## src/crc8fe_pkg.sv

```systemverilog
package crc8fe_pkg;

    // Configuration register indexes.
    localparam logic [7:0] CFG_START_MARKER = 8'd0;
    localparam logic [7:0] CFG_CRC_POLY     = 8'd1;

    // Reset values of the configuration registers.
    localparam logic [7:0] START_MARKER_RESET = 8'h7E;
    localparam logic [7:0] CRC_POLY_RESET     = 8'h07;

    // Which byte of the frame the held item emits next.
    typedef enum logic [2:0] {
        STEP_MARK,
        STEP_ADDR,
        STEP_LEN,
        STEP_DATA,
        STEP_CRC
    } step_t;

    // One CRC-8 step over a whole byte, MSB first, no reflection.
    function automatic logic [7:0] crc8_update(
        input logic [7:0] crc_in,
        input logic [7:0] data_in,
        input logic [7:0] poly
    );
        logic [7:0] r;
        r = crc_in ^ data_in;
        for (int i = 0; i < 8; i++)
        begin
            if (r[7])
            begin
                r = {r[6:0], 1'b0} ^ poly;
            end
            else
            begin
                r = {r[6:0], 1'b0};
            end
        end
        return r;
    endfunction

endpackage

```

## src/crc8fe_in_if.sv

```systemverilog
interface crc8fe_in_if
    import crc8fe_pkg::*;
();
    logic       valid;
    logic       ready;
    logic [7:0] payload_byte;
    logic [7:0] dest_address;
    logic [7:0] payload_length;
    logic       opens_frame;

    modport source (
        output valid, payload_byte, dest_address, payload_length, opens_frame,
        input  ready
    );

    modport sink (
        input  valid, payload_byte, dest_address, payload_length, opens_frame,
        output ready
    );
endinterface

```

## src/crc8fe_out_if.sv

```systemverilog
interface crc8fe_out_if
    import crc8fe_pkg::*;
();
    logic       valid;
    logic       ready;
    logic [7:0] frame_byte;
    logic       frame_end;
    logic       run_end;

    modport source (
        output valid, frame_byte, frame_end, run_end,
        input  ready
    );

    modport sink (
        input  valid, frame_byte, frame_end, run_end,
        output ready
    );
endinterface

```

## src/crc8fe_cfg_if.sv

```systemverilog
interface crc8fe_cfg_if
    import crc8fe_pkg::*;
();
    logic       valid;
    logic       ready;
    logic [7:0] addr;
    logic [7:0] data;

    modport source (
        output valid, addr, data,
        input  ready
    );

    modport sink (
        input  valid, addr, data,
        output ready
    );
endinterface

```

## src/crc8_frame_encoder.sv

```systemverilog
// CRC-8 frame encoder.
// Items arrive on item_in; each accepted item is held in an input register
// and expanded into frame bytes on result_out, one byte per cycle, through a
// registered output stage. An opening item yields the start marker, address,
// length, first payload byte (if any) and the CRC when the frame completes.
// A payload item yields one byte, or two when it completes the frame and the
// CRC follows. A payload item with no open frame is dropped without results.
// The held item is released in the cycle it emits its last byte, so payload
// items that do not complete the frame flow at one per cycle while result_out
// does not stall; the single output register and the byte-per-cycle emitter
// set the rate.
// Registers are written on cfg (index 0: start marker, 1: CRC polynomial);
// cfg is always ready.
// Reset clears the open frame, running CRC and pending items, and restores
// marker 0x7E and polynomial 0x07. On a result_out stall the output register
// holds its byte and the emitter waits; item_in is ready only on drop or idle.
module crc8_frame_encoder
    import crc8fe_pkg::*;
(
    input  logic          clk,
    input  logic          rst_n,
    crc8fe_cfg_if.sink    cfg,
    crc8fe_in_if.sink     item_in,
    crc8fe_out_if.source  result_out
);

    // Configuration registers.
    logic [7:0] marker_reg;
    logic [7:0] poly_reg;

    // Held input item.
    logic       hold_valid_reg;
    step_t      step_reg;
    step_t      step_next;
    logic [7:0] data_reg;
    logic [7:0] addr_reg;
    logic [7:0] len_reg;

    // Frame state.
    logic       in_frame_reg;
    logic       in_frame_next;
    logic [7:0] remaining_reg;
    logic [7:0] remaining_next;
    logic [7:0] crc_reg;
    logic [7:0] crc_next;

    // Output register.
    logic       out_valid_reg;
    logic [7:0] out_byte_reg;
    logic       out_end_reg;
    logic       out_run_end_reg;

    logic       out_free;
    logic       drop;
    logic       emit;
    logic       hold_done;
    logic       accept;
    logic [7:0] res_byte;
    logic       res_frame_end;
    logic       res_last;
    logic [7:0] crc_base;
    logic [7:0] crc_upd;

    // Configuration writes.
    assign cfg.ready = 1'b1;

    always_ff @(posedge clk or negedge rst_n)
    begin
        if (!rst_n)
        begin
            marker_reg <= START_MARKER_RESET;
            poly_reg   <= CRC_POLY_RESET;
        end
        else if (cfg.valid)
        begin
            if (cfg.addr == CFG_START_MARKER)
            begin
                marker_reg <= cfg.data;
            end
            else if (cfg.addr == CFG_CRC_POLY)
            begin
                poly_reg <= cfg.data;
            end
        end
    end

    // Handshake control.
    assign out_free  = !out_valid_reg || result_out.ready;
    assign drop      = hold_valid_reg && (step_reg == STEP_DATA) && !in_frame_reg;
    assign emit      = hold_valid_reg && out_free && !drop;
    assign hold_done = drop || (emit && res_last);
    assign item_in.ready = !hold_valid_reg || hold_done;
    assign accept    = item_in.valid && item_in.ready;

    // The opening marker starts a fresh CRC.
    assign crc_base = (step_reg == STEP_MARK) ? 8'h00 : crc_reg;
    assign crc_upd  = crc8_update(crc_base, res_byte, poly_reg);

    // Next byte of the frame and the state it leaves behind.
    always_comb
    begin
        res_byte       = crc_reg;
        res_frame_end  = 1'b0;
        res_last       = 1'b0;
        step_next      = step_reg;
        crc_next       = crc_reg;
        remaining_next = remaining_reg;
        in_frame_next  = in_frame_reg;
        case (step_reg)
            STEP_MARK:
            begin
                res_byte      = marker_reg;
                crc_next      = crc_upd;
                in_frame_next = 1'b1;
                step_next     = STEP_ADDR;
            end
            STEP_ADDR:
            begin
                res_byte  = addr_reg;
                crc_next  = crc_upd;
                step_next = STEP_LEN;
            end
            STEP_LEN:
            begin
                res_byte       = len_reg;
                crc_next       = crc_upd;
                remaining_next = len_reg;
                step_next      = (len_reg == 8'd0) ? STEP_CRC : STEP_DATA;
            end
            STEP_DATA:
            begin
                res_byte       = data_reg;
                crc_next       = crc_upd;
                remaining_next = remaining_reg - 8'd1;
                if (remaining_next == 8'd0)
                begin
                    step_next = STEP_CRC;
                end
                else
                begin
                    res_last = 1'b1;
                end
            end
            STEP_CRC:
            begin
                res_byte       = crc_reg;
                res_frame_end  = 1'b1;
                res_last       = 1'b1;
                crc_next       = 8'h00;
                remaining_next = 8'd0;
                in_frame_next  = 1'b0;
            end
            default:
            begin
                res_last = 1'b1;
            end
        endcase
    end

    // Held item control and frame state.
    always_ff @(posedge clk or negedge rst_n)
    begin
        if (!rst_n)
        begin
            hold_valid_reg <= 1'b0;
            step_reg       <= STEP_MARK;
            in_frame_reg   <= 1'b0;
            remaining_reg  <= 8'd0;
            crc_reg        <= 8'h00;
            out_valid_reg  <= 1'b0;
        end
        else
        begin
            if (accept)
            begin
                hold_valid_reg <= 1'b1;
                step_reg       <= item_in.opens_frame ? STEP_MARK : STEP_DATA;
            end
            else if (hold_done)
            begin
                hold_valid_reg <= 1'b0;
            end
            else if (emit)
            begin
                step_reg <= step_next;
            end

            if (emit)
            begin
                in_frame_reg  <= in_frame_next;
                remaining_reg <= remaining_next;
                crc_reg       <= crc_next;
            end

            if (emit)
            begin
                out_valid_reg <= 1'b1;
            end
            else if (result_out.ready)
            begin
                out_valid_reg <= 1'b0;
            end
        end
    end

    // Payload registers.
    always_ff @(posedge clk)
    begin
        if (accept)
        begin
            data_reg <= item_in.payload_byte;
            addr_reg <= item_in.dest_address;
            len_reg  <= item_in.payload_length;
        end
        if (emit)
        begin
            out_byte_reg    <= res_byte;
            out_end_reg     <= res_frame_end;
            out_run_end_reg <= res_last;
        end
    end

    assign result_out.valid      = out_valid_reg;
    assign result_out.frame_byte = out_byte_reg;
    assign result_out.frame_end  = out_end_reg;
    assign result_out.run_end    = out_run_end_reg;

endmodule
```

## src/flat_wrapper.sv

```systemverilog
// flat-port wrapper written by rule: the top's interface ports become plain ports
module crc8_frame_encoder_flat import crc8fe_pkg::*;
  (clk, rst_n, cfg_valid, cfg_addr, cfg_data, cfg_ready, item_in_valid, item_in_payload_byte, item_in_dest_address, item_in_payload_length, item_in_opens_frame, item_in_ready, result_out_valid, result_out_frame_byte, result_out_frame_end, result_out_run_end, result_out_ready);
  crc8fe_cfg_if cfg_i ();
  crc8fe_in_if item_in_i ();
  crc8fe_out_if result_out_i ();
  input  logic clk;
  input  logic rst_n;
  input wire logic [$bits(cfg_i.valid)-1:0] cfg_valid;
  input wire logic [$bits(cfg_i.addr)-1:0] cfg_addr;
  input wire logic [$bits(cfg_i.data)-1:0] cfg_data;
  output wire logic [$bits(cfg_i.ready)-1:0] cfg_ready;
  input wire logic [$bits(item_in_i.valid)-1:0] item_in_valid;
  input wire logic [$bits(item_in_i.payload_byte)-1:0] item_in_payload_byte;
  input wire logic [$bits(item_in_i.dest_address)-1:0] item_in_dest_address;
  input wire logic [$bits(item_in_i.payload_length)-1:0] item_in_payload_length;
  input wire logic [$bits(item_in_i.opens_frame)-1:0] item_in_opens_frame;
  output wire logic [$bits(item_in_i.ready)-1:0] item_in_ready;
  output wire logic [$bits(result_out_i.valid)-1:0] result_out_valid;
  output wire logic [$bits(result_out_i.frame_byte)-1:0] result_out_frame_byte;
  output wire logic [$bits(result_out_i.frame_end)-1:0] result_out_frame_end;
  output wire logic [$bits(result_out_i.run_end)-1:0] result_out_run_end;
  input wire logic [$bits(result_out_i.ready)-1:0] result_out_ready;
  assign cfg_i.valid = cfg_valid;
  assign cfg_i.addr = cfg_addr;
  assign cfg_i.data = cfg_data;
  assign cfg_ready = cfg_i.ready;
  assign item_in_i.valid = item_in_valid;
  assign item_in_i.payload_byte = item_in_payload_byte;
  assign item_in_i.dest_address = item_in_dest_address;
  assign item_in_i.payload_length = item_in_payload_length;
  assign item_in_i.opens_frame = item_in_opens_frame;
  assign item_in_ready = item_in_i.ready;
  assign result_out_valid = result_out_i.valid;
  assign result_out_frame_byte = result_out_i.frame_byte;
  assign result_out_frame_end = result_out_i.frame_end;
  assign result_out_run_end = result_out_i.run_end;
  assign result_out_i.ready = result_out_ready;
  crc8_frame_encoder u_core (.clk(clk), .rst_n(rst_n), .cfg(cfg_i), .item_in(item_in_i), .result_out(result_out_i));
endmodule
```

## config.mk

```make
export PLATFORM = sky130hd
export DESIGN_NAME = crc8_frame_encoder_flat
export DESIGN_NICKNAME = d
export VERILOG_FILES = /design/src/crc8fe_pkg.sv /design/src/crc8fe_in_if.sv /design/src/crc8fe_out_if.sv /design/src/crc8fe_cfg_if.sv /design/src/crc8_frame_encoder.sv /design/src/flat_wrapper.sv
export SDC_FILE = /design/constraint.sdc
export NUM_CORES = 1
export LEC_CHECK = 0
export ABC_AREA = 1
export BUFFER_PORTS_ARGS = -buffer_cell sky130_fd_sc_hd__buf_2
export CAP_MARGIN = 15
export CELL_PAD_IN_SITES_DETAIL_PLACEMENT = 0
export CELL_PAD_IN_SITES_GLOBAL_PLACEMENT = 1
export CORE_MARGIN = 4
export CORE_UTILIZATION = 38
export DETAILED_ROUTE_END_ITERATION = 8
export GPL_TIMING_DRIVEN = 0
export HOLD_SLACK_MARGIN = 0.12
export PLACE_DENSITY_LB_ADDON = 0.1
export SLEW_MARGIN = 10
export SYNTH_ARGS = -nofsm -noshare
export SYNTH_HDL_FRONTEND = slang
export SYNTH_SLANG_ARGS = --single-unit
```

## constraint.sdc

```tcl
create_clock -name clk -period 3.3 [get_ports clk]
set_input_delay 0.66 -clock clk [delete_from_list [all_inputs] [get_ports clk]]
set_output_delay 0.66 -clock clk [all_outputs]
set_load 0.02 [all_outputs]
```

Word level (Yosys, flattened, before mapping)
Cells that the tools add are included.

word-level totals
  register bits = 72
  input port bits = 46
  output and inout bits = 13
  logic and storage cells = 91

operators by class
  $add $sub $neg = 1
  equality and inequality tests = 7
  mux-type cells = 27
  bitwise gates (word level) = 10
  reduce and logical (&&, ||, !) cells = 32

operators by type and width
  operator               number
  $mux W8                9
  $xor A8 B8 Y8          9
  $pmux W8 S4            1
  $logic_not A8 Y1       3
  $pmux W8 S3            1
  $pmux W8 S2            1
  $mux W3                5
  $pmux W3 S4            1
  $reduce_bool A2 Y1     5
  $eq A8 B1 Y1 const B   1
  $reduce_and A2 Y1      4
  $sub A8 B1 Y8 const B  1
  $eq A3 B2 Y1 const B   2
  $logic_and A1 B1 Y1    6
  $mux W1                6
  $reduce_bool A5 Y1     1
  $logic_not A1 Y1       4
  $pmux W1 S2            2
  $reduce_and A4 Y1      1
  $reduce_or A4 Y1       1
  $eq A3 B1 Y1 const B   1
  $eq A3 B3 Y1 const B   1
  $logic_not A3 Y1       1
  $logic_or A1 B1 Y1     3
  other kinds (7)        7

Depth between registers and ports, before layout
  word-level depth = 20
  gate-level depth with buffers = 35

Worst setup path after synthesis
Ideal clock, no wire load.

  path kind = flip-flop to flip-flop
  start = register u_core.step_reg[1]
  end = register u_core.crc_reg[3]
  setup time = 118 ps
  arrival time = 2999 ps
  data required time = 3182 ps
  path slack = 183 ps
  cell stages (with the launch flop) = 35
  clock period less this slack = 3117 ps
  path through = dfrtp_1 > buf_6 > nor2_4 > nand2_2 > nor2_2 > nor2_2 > nand2_2 > nand3_2 > nand2_2 > nand2_1 > nand2_1 > nand2_1 > buf_6 > nand2_1 > nand2_1 > nand2_1 > inv_2 > nand2_2 > inv_2 > nor2_1 > nand3_1 > nand2_4 > nand2_2 > nand2_2 > nand2_2 > nor2_1 > nand2_1 > nand2_2 > nand2_1 > nand2_2 > nand2_2 > inv_2 > nand3_1 > nand3_1 > nand2_1

on the way
  longest elaborated chain between the ends = 19
  elaborated cells between the ends (all ways) = 32

RTL lines
  element                                   line                                                 source
  start: declaration                        crc8_frame_encoder.sv:33                             step_t step_reg;
  start signal: assignment                  crc8_frame_encoder.sv:177                            step_reg <= item_in.opens_frame ? STEP_MARK : STEP_DATA;
  start signal: assignment                  crc8_frame_encoder.sv:185                            step_reg <= step_next;
  $eq A3 B2 Y1 (tied with other cells)      crc8_frame_encoder.sv:89, crc8_frame_encoder.sv:109
  $pmux W8 S4 or $mux W8 (tied branches)    crc8_frame_encoder.sv:109, crc8_frame_encoder.sv:96
  $xor A8 B8 Y8                             crc8fe_pkg.sv:27                                     r = crc_in ^ data_in;
  $xor A8 B8 Y8                             crc8fe_pkg.sv:32                                     r = {r[6:0], 1'b0} ^ poly;
  $mux W8                                   crc8fe_pkg.sv:30                                     if (r[7])
  $xor A8 B8 Y8                             crc8fe_pkg.sv:32
  $mux W8                                   crc8fe_pkg.sv:30
  $xor A8 B8 Y8                             crc8fe_pkg.sv:32
  [... 3 more ...]                          n/a
  $mux W8 or $xor A8 B8 Y8 (tied branches)  crc8fe_pkg.sv:30, crc8fe_pkg.sv:32
  $xor A8 B8 Y8 or $mux W8 (tied branches)  crc8fe_pkg.sv:32, crc8fe_pkg.sv:30
  $mux W8 or $xor A8 B8 Y8 (tied branches)  crc8fe_pkg.sv:30, crc8fe_pkg.sv:32
  $xor A8 B8 Y8 or $mux W8 (tied branches)  crc8fe_pkg.sv:32, crc8fe_pkg.sv:30
  $mux W8 or $xor A8 B8 Y8 (tied branches)  crc8fe_pkg.sv:30, crc8fe_pkg.sv:32
  $xor A8 B8 Y8 or $mux W8 (tied branches)  crc8fe_pkg.sv:32, crc8fe_pkg.sv:30
  $mux W8                                   crc8fe_pkg.sv:30
  $pmux W8 S2                               crc8_frame_encoder.sv:109                            case (step_reg)
  end signal: assignment                    crc8_frame_encoder.sv:192                            crc_reg <= crc_next;
  end: declaration                          crc8_frame_encoder.sv:44                             logic [7:0] crc_reg;

Parallel ways exist; a longest one is shown, timed or not.
A chain may end at the register's enable or synchronous reset.

Final worst setup path
  start = register u_core.step_reg[2]
  end = register u_core.crc_reg[0]

on the way
  longest elaborated chain between the ends = 19
  elaborated cells between the ends (all ways) = 31

RTL lines
  element                                 line
  $eq A3 B2 Y1 (tied with other cells)    crc8_frame_encoder.sv:89, crc8_frame_encoder.sv:109
  $pmux W8 S4 or $mux W8 (tied branches)  crc8_frame_encoder.sv:109, crc8_frame_encoder.sv:96
  $xor A8 B8 Y8                           crc8fe_pkg.sv:27
  $xor A8 B8 Y8                           crc8fe_pkg.sv:32
  $mux W8                                 crc8fe_pkg.sv:30
  $xor A8 B8 Y8                           crc8fe_pkg.sv:32
  $mux W8                                 crc8fe_pkg.sv:30
  $xor A8 B8 Y8                           crc8fe_pkg.sv:32
  [... 2 more ...]                        n/a
  $mux W8                                 crc8fe_pkg.sv:30
  $xor A8 B8 Y8                           crc8fe_pkg.sv:32
  $mux W8                                 crc8fe_pkg.sv:30
  $xor A8 B8 Y8                           crc8fe_pkg.sv:32
  $mux W8                                 crc8fe_pkg.sv:30
  $xor A8 B8 Y8                           crc8fe_pkg.sv:32
  $mux W8 (2 in a row)                    crc8fe_pkg.sv:30
  $pmux W8 S2                             crc8_frame_encoder.sv:109

Parallel ways exist; a longest one is shown, timed or not.

==> results.cfg <==
[run_status]
status = finished with violations
violations = setup timing

[grt]
grt_pass1_wl_um = 20500
grt_max_degree = 39
grt_util_all_layers_pct = 18.1
grt_overflow_total = 0
grt_pass1_vias = 4228
grt_antenna_before_repair = 0

[yosys]
synth_flop_cell = edfxtp_1
synthSimpleGateAreaFrac_pct = 34.6
synth_seq_area_share_pct = 42.4
ys_seq_elements = 72
synth-compound-area-share_pct = 7.06
synth_common_cells = nand2_1, inv_1, nand3_1
synth_edf_count = 34
synth_top_family_by_area = simple AND/OR/NAND/NOR gates
async_reset_ff_share_pct = 52.8
synth_top_area_cell = edfxtp_1
synth.top_cell.area_share_pct = 21.8
ys_warn_count = 0
syn_area_per_cell_um2 = 7.28
syn_area_mm2 = 0.00468
yosys-top-cells-area = edfxtp_1, nand2_1, dfrtp_1
synth_xor_area_share_pct = 4.49
synth.distinct_cells = 38
synth.most_common_cell = nand2_1
syn_inst = 643
synthAdderAreaFrac_pct = 0.535
synth.net_count = 691
muxShareOfSynthArea_pct = 0.241

[critical_path]
criticalPathCategory = reg -> reg
required_ps = 3520
endpoint_kind = flip-flop
worstSetupStartpointType = flip-flop
critPathLaunch = u_core.step_reg[2]$_DFFE_PN0P_
timing.rr.start = u_core.step_reg[2]$_DFFE_PN0P_
rr_endpoint = u_core.crc_reg[0]$_DFFE_PN0P_
critPathArrivalTime_ps = 3770
cp_max_fo = 8
reg2reg_depth = 33
max_stage_delay_ps = 470
reg2reg_slack_ps = -260
critPathCapture = u_core.crc_reg[0]$_DFFE_PN0P_
critPathSlowestCell = dfrtp_2

[timing]
finalSetupTns_ps = -1890
post-route-period-util_pct = 108
slew_headroom_pct = 41.3
setup_viol = 8
tightest_slew_ps = 880
fin_crit_ps = 3560
finalHoldViolations = 0
rsz0062_at_grt = true
drv_slew = 0
clock_skew_ps = 6.75
fmax_mhz = 281
setup_ws_ps = -255

[die]
die_area_mm2 = 0.0142
start_util_pct = 39.0
die_y_um = 119
coreArea_mm2 = 0.0120
io_pins = 59
rows = 40
fp.dieW_um = 119

[clock_tree]
cts_tree = built
numCtsBuffers = 9
cts_sinks = 72
clk_latency_ps = 330
clock_path_buffers = 2
cts_root_buffer = clkbuf_16
h-tree-depth = 3
postCtsHoldBufs = 0
cts.clk_slew.worst_paths_ps = 60

[layout]
fillers = 1178
layout.nets = 798
register_area_mm2 = 0.00198
multi_input_area_mm2 = 0.00265
area_delta_synth_final_pct = 33.0
drive_gt1_share_pct = 33.8
diodes = 0

[route]
wl_per_cell_um = 14.2
drtIter0Drc = 215
drc_errors = 0
num_vias = 4527
viasPerCell = 5.02
drt_pass1_iterations = 5
routed_wl_um = 12800
ant_nets = 0

[run]
cap_viol_max_count = 0

[pwr]
vdd_drop_max_uv = 386
power.density_mw_per_mm2 = 1040
power_uw = 6490
p_leak_uw = 0.00293

[placed_design]
gp_congestion = 0.816
port_buffers = 57
dp_hpwl_um = 9420

[min_path]
min_path_type = in -> async
layout by cell type (no fill, tap or decap), types with 3 or more instances in the layout:
master      synthesis  layout
buf_1               3       3
nand3_4             0       6
or2_1               4       4
edfxtp_1           34      34
buf_6               4      11
nor2_4              1      10
nor2_1             37      23
o22ai_1             6       6
o21ai_1             7       6
nand3_2             5      20
xor2_1             13      12
nand3b_1            4       4
inv_2              13      14
nand4_1            17      17
nand2_4             1      16
nor3_1              3       3
dfstp_2             9       9
nand2_2            15      30
a21oi_1             9       9
inv_1              85      80
clkinvlp_4          0       4
clkbuf_1            7       6
o21ai_0            34      33
nand2_1           195     163
buf_2               3      59
xnor2_1            11       9
nand3_1            70      49
buf_4               3      34
clkbuf_16           0       9
nor2_2              7      12
dfrtp_1            29      28
worst min-delay path by stage:
stage | slack (ps) | cells after the start | start | endpoint
3_3_place_gp | 460 | 2 | u_core.crc_reg[4]$_DFFE_PN0P_ | u_core.crc_reg[4]$_DFFE_PN0P_
4_1_cts | 480 | 1 | item_in_payload_byte[1] | u_core.data_reg[1]$_DFFE_PP_
3_5_place_dp | 470 | 2 | u_core.crc_reg[4]$_DFFE_PN0P_ | u_core.crc_reg[4]$_DFFE_PN0P_
6_report | 440 | 1 | rst_n | u_core.remaining_reg[1]$_DFFE_PN0P_
5_1_grt | 490 | 1 | item_in_payload_length[4] | u_core.len_reg[4]$_DFFE_PP_
2_1_floorplan | 360 | 0 | rst_n | u_core.crc_reg[0]$_DFFE_PN0P_
area by class of cell:
type	count	area share [%]
Inverter	100	6.25
Clock inverter	5	0.523
Sequential cell	72	31.9
Clock buffer	11	3.90
Timing Repair Buffer	96	9.65
Buffer	20	2.31
Multi-Input combinational cell	451	42.5
Tap cell	147	2.95
report_power, final:
group | internal, uW | switching [uW] | leakage [uW]
clock | 526 | 363 | 0.000128
sequential | 1290 | 131 | 0.000789
combinational | 1580 | 2590 | 0.00201
total | 3400 | 3090 | 0.00293
what timing repair did:
item,in CTS,in global routing
gates cloned,1,0
pin swaps,27,51
endpoints found under the setup margin,41,41
gates resized for setup,49,85
setup buffers,24,13
through the flow:
stage / std cells / setup slack, ps / util, % / hold slack (ps) / cell area (um^2)
after floorplan: 643 / 183 / - / 364 / 4680
after global placement: 847 / -890 / 42.9 / 464 / 5150
after CTS: 889 / -245 / 48.4 / 484 / 5810
final: 902 / -255 / 51.8 / 436 / 6220
after global routing: 902 / -542 / 51.8 / 491 / 6220
after detailed placement: 848 / -597 / 43.0 / 466 / 5160
worst max-delay path: cells and delay by family (launching register included):
| kind | cells | cell delay (ps) |
|---|---|---|
| compound gates | 1 | 60 |
| buf+inv | 8 | 650 |
| flops | 1 | 470 |
| simple gates | 24 | 2250 |
routing by layer:
metal  part of all wire (%)  vias to the layer above  track usage, %
li1                       -                     2273               -
met1                     50                     2132            26.1
met2                     44                      103            27.9
met3                    4.3                       19            3.42
met4                    1.5                        0            4.85
met5                      0                        -               0
kinds of logic after synthesis:
logic type | Yosys count
XOR/XNOR | 24
buffers and inverters | 120
AND/OR/NAND/NOR | 361
AO/OA/AOI/OAI | 62
flip-flops | 72
multiplexers | 1
adder cells (fa/ha/maj) | 2
other | 1
Power figures use the tool's default switching activity.
